`src/rtl/tec_pkg.sv`:
```
// Shared constants and types for the triangle edge coverage unit.
`default_nettype none

package tec_pkg;

	localparam int SLOT_COUNT = 8;
	localparam int COORD_BITS = 12;
	localparam int SLOT_W     = 3;
	localparam int MASK_W     = 8;
	localparam int EDGE_COUNT = 3;
	localparam int DIFF_W     = COORD_BITS + 1;
	localparam int PROD_W     = 2 * COORD_BITS + 1;
	localparam int CONST_W    = 2 * COORD_BITS + 2;
	localparam int EVAL_W     = 2 * COORD_BITS + 4;
	localparam int HIT_W      = (SLOT_COUNT > MASK_W) ? SLOT_COUNT : MASK_W;

	typedef enum logic {
		OP_LOAD  = 1'b0,
		OP_QUERY = 1'b1
	} op_t;

	typedef struct packed {
		logic signed [COORD_BITS-1:0] x;
		logic signed [COORD_BITS-1:0] y;
	} point_t;

	typedef struct packed {
		logic signed [DIFF_W-1:0]  a;
		logic signed [DIFF_W-1:0]  b;
		logic signed [CONST_W-1:0] c;
	} edge_coef_t;

	typedef struct packed {
		logic                               en;
		logic [SLOT_W-1:0]                  slot;
		edge_coef_t [EDGE_COUNT-1:0]        coef;
	} slot_load_t;

endpackage

`default_nettype wire

```
`src/rtl/tec_edge_setup.sv`:
```
// Edge equation setup for one triangle edge, oriented toward the opposite vertex.
`default_nettype none

module tec_edge_setup (
	input  tec_pkg::point_t     vs,
	input  tec_pkg::point_t     ve,
	input  tec_pkg::point_t     vo,
	output tec_pkg::edge_coef_t coef
);

	logic signed [tec_pkg::DIFF_W-1:0]  dx;
	logic signed [tec_pkg::DIFF_W-1:0]  dy;
	logic signed [tec_pkg::DIFF_W-1:0]  a_raw;
	logic signed [tec_pkg::DIFF_W-1:0]  b_raw;
	logic signed [tec_pkg::PROD_W-1:0]  prod_xa;
	logic signed [tec_pkg::PROD_W-1:0]  prod_yb;
	logic signed [tec_pkg::CONST_W-1:0] c_raw;
	logic signed [tec_pkg::PROD_W-1:0]  opp_xa;
	logic signed [tec_pkg::PROD_W-1:0]  opp_yb;
	logic signed [tec_pkg::EVAL_W-1:0]  opp_score;
	logic                               flip;

	assign dx    = tec_pkg::DIFF_W'(ve.x) - tec_pkg::DIFF_W'(vs.x);
	assign dy    = tec_pkg::DIFF_W'(ve.y) - tec_pkg::DIFF_W'(vs.y);
	assign a_raw = -dy;
	assign b_raw = dx;

	assign prod_xa = tec_pkg::PROD_W'(vs.x) * tec_pkg::PROD_W'(a_raw);
	assign prod_yb = tec_pkg::PROD_W'(vs.y) * tec_pkg::PROD_W'(b_raw);
	assign c_raw   = -tec_pkg::CONST_W'(prod_xa) - tec_pkg::CONST_W'(prod_yb);

	// score the opposite vertex; flip the edge so the interior is non-negative
	assign opp_xa    = tec_pkg::PROD_W'(vo.x) * tec_pkg::PROD_W'(a_raw);
	assign opp_yb    = tec_pkg::PROD_W'(vo.y) * tec_pkg::PROD_W'(b_raw);
	assign opp_score = tec_pkg::EVAL_W'(opp_xa) + tec_pkg::EVAL_W'(opp_yb)
		+ tec_pkg::EVAL_W'(c_raw);
	assign flip      = opp_score[tec_pkg::EVAL_W-1];

	assign coef.a = flip ? -a_raw : a_raw;
	assign coef.b = flip ? -b_raw : b_raw;
	assign coef.c = flip ? -c_raw : c_raw;

endmodule

`default_nettype wire

```
`config.mk`:
```
export PLATFORM = sky130hd
export DESIGN_NAME = tec_edge_setup
export DESIGN_NICKNAME = d
export VERILOG_FILES = /design/src/rtl/tec_pkg.sv /design/src/rtl/tec_edge_setup.sv
export SDC_FILE = /design/constraint.sdc
export NUM_CORES = 2
export LEC_CHECK = 0
export BUFFER_PORTS_ARGS = -buffer_cell sky130_fd_sc_hd__buf_4
export CORE_MARGIN = 2
export CORE_UTILIZATION = 40
export DETAILED_ROUTE_END_ITERATION = 10
export PLACE_DENSITY = 0.65
export SLEW_MARGIN = 20
export SYNTH_ARGS = -nofsm -noshare
export SYNTH_HDL_FRONTEND = slang
export SYNTH_SLANG_ARGS = --single-unit
```
`constraint.sdc`:
```
create_clock -name vclk -period 15.3
set_input_delay 0.765 -clock vclk [all_inputs]
set_output_delay 0.765 -clock vclk [all_outputs]
set_load 0.005 [all_outputs]
```
==> key figures <==
Placement
  – Final HPWL DP: roughly 65000 µm
  – RePlAce Congestion: between 0.9 and 1
  – IO buf count: roughly 120

GRT
  – Grt ovf: 0
  – Gr usage total: 22.3%
  – Initial antenna violation count: 5
  – Largest net degree at the start of global routing: 28
  – First-pass GRT wire length: about 120000 µm
  – Vias in the first global route: 21827

STA
  – Worst slew pin tran: 0.989 ns
  – RSZ-0062 raised after global routing: no
  – Setup tns final: 0 ns
  – Final period util: between 90 and 100%
  – Final min period: approximately 15 ns
  – Final hold vios: 0
  – Final setup vio count: 0
  – Rel. slew slack: 33.6%
  – Slew Viols, Final: 0
  – Fmax achieved: between 60 and 70 MHz

Final layout
  – Final nets: between 4000 and 5000
  – Syn-to-layout area delta: 8.54%
  – Layout cells sized above 1: under 10%
  – Clock buffers: 0
  – Reg area: 0 µm²
  – # fillers: around 6600
  – Count of flip-flops and latches: 0

Routing
  – Routed via count: ~20000
  – WL final: 74100 µm
  – Pre-antenna DRT Iters: 5
  – Starting DRT DRC Count: between 1000 and 1500
  – DRC viols: 0
  – Final ANT Viol Nets: 0
  – Drt wl/cell: around 19 µm
  – Vias per inst: roughly 5

Worst setup path
  – Critical Path AT: between 10 and 15 ns
  – CP endpoint kind: output port
  – Critical Path RT: around 15 ns
  – Max Fanout on Critical Path: 13
  – CP max stage delay: ~0.54 ns
  – Element type at the critical path start: primary input
  – Most used cell, CP: fa_1
  – WS Path Type: in -> out
  – Slowest CP cell: fa_1
  – Crit path from: vs[0]

Yosys
  – Top-count cell post-synth: inv_1
  – Area share of the largest cell type after synthesis: a little over half
  – Top cells by count, synth: inv_1, fa_1, nand2_1
  – Area leader, netlist: fa_1
  – Distinct cells, synth: 78
  – Synthesized cell area: roughly 0.027 mm²
  – Syn_area_per_cell: 9.18 µm²
  – Seq/Total Area, Yosys: 0%
  – Top post-synthesis cells by area: fa_1, ha_1, inv_1
  – Cells after Synth: 2966
  – Syn nets: ~4000
  – Synth warn: 0

Min path
  – Hold Path Origin: vs[0]
  – Worst Hold End: coef[0]
  – Hold Path Depth: 5
  – Hold Crit Class: in -> out

Floorplanning
  – Die area: between 0.07 and 0.08 mm²
  – Die H: 265 µm
  – Num ports: approximately 120
  – Initial core utilization: around 40%
  – DIE WIDTH: ~260 µm
  – Row count: between 90 and 100
  – Area of the core: approximately 0.067 mm²

Flow run
  – Max cap viols: 0

Status
  – Status: complete, no violations

Clock network
  – CTS hold repair buffers: 0
[per-layer routing]
metal | track usage, % | part of all wire (%) | vias up
met5 | 0 | 0.042 | -
met4 | 3.97 | 2.2 | 6
met3 | 6.58 | 10 | 94
met2 | 35.6 | 45 | 716
met1 | 30.4 | 42 | 10212
li1 | - | - | 8766
[what timing repair did]
action                                  4_1_cts  5_1_grt
cloned                                        0        0
gates resized for setup                       1       19
buffers inserted                              0        4
pin swaps                                     0        4
endpoints found under the setup margin        2       49
[cells by family (layout without fill, tap and decap cells)]
group / Yosys count / in the layout / share of synthesized area (%)
fa+ha+maj: 975 / 975 / 64.9
xor+xnor: 110 / 110 / 3.60
mux: 4 / 4 / 0.156
simple gates: 796 / 796 / 14.1
other cells: 0 / 1 / 0
compound gates: 174 / 174 / 4.71
buf+inv: 907 / 983 / 12.6
[metrics by stage]
step | instances | util [%] | hold WS (ns) | worst slack [ns] | area [µm²]
global route | 3916 | 43.9 | 2.39 | 0.0124 | 29500
floorplan | 2966 | - | 1.81 | 1.24 | 27200
CTS | 3911 | 43.7 | 2.31 | 0.117 | 29400
detailed placement | 3911 | 43.7 | 2.31 | 0.0314 | 29400
finish | 3916 | 43.9 | 2.36 | 0.610 | 29500
global placement | 3911 | 43.7 | 2.30 | 0.233 | 29400
[cell type report]
class | count | area [µm²] | area share [%]
antenna | 1 | 2.50 | 0.00847
inverter | 798 | 3000 | 10.1
multi-input combinational | 2059 | 24000 | 81.3
tap | 873 | 1090 | 3.70
timing repair buffer | 185 | 1440 | 4.87
[placed cells by master (no fill, tap or decap), types with 7 or more instances in the layout]
cell / netlist / final
or3_1: 7 / 7
o21ai_0: 36 / 33
a21oi_1: 29 / 26
o31ai_1: 9 / 9
nand2_1: 384 / 384
xnor2_2: 2 / 14
nor3_1: 18 / 17
inv_1: 798 / 797
xor2_1: 20 / 16
nand3_1: 10 / 10
nand2b_1: 22 / 22
buf_4: 1 / 181
nor2_1: 88 / 87
and2_1: 166 / 166
o21a_1: 12 / 12
and3_1: 8 / 8
a21o_1: 15 / 15
fa_1: 728 / 728
xnor2_1: 88 / 74
ha_1: 247 / 246
nor2b_1: 62 / 62
[critical path: cells and delay by family]
family | cells | cell delay, ns
buffers and inverters | 13 | 1.36
AOI/OAI and AO/OA | 14 | 3.46
adders and majority gates | 16 | 7.19
and+or+nand+nor | 3 | 0.45
xor gates and xnor gates | 3 | 0.67
[how the worst max path moves through the flow]
| stage | end | slack (ns) | depth (start not counted) |
|---|---|---|---|
| after global placement | coef[12] | 0.23 | 50 |
| final | coef[10] | 0.61 | 49 |
| after global routing | coef[10] | 0.01 | 53 |
| after floorplan | coef[22] | 1.24 | 51 |
| after detailed placement | coef[12] | 0.03 | 50 |
| after CTS | coef[12] | 0.12 | 50 |
Power is not shown: default switching activity piles up to over one toggle a cycle in this logic, so the estimate is an artifact.
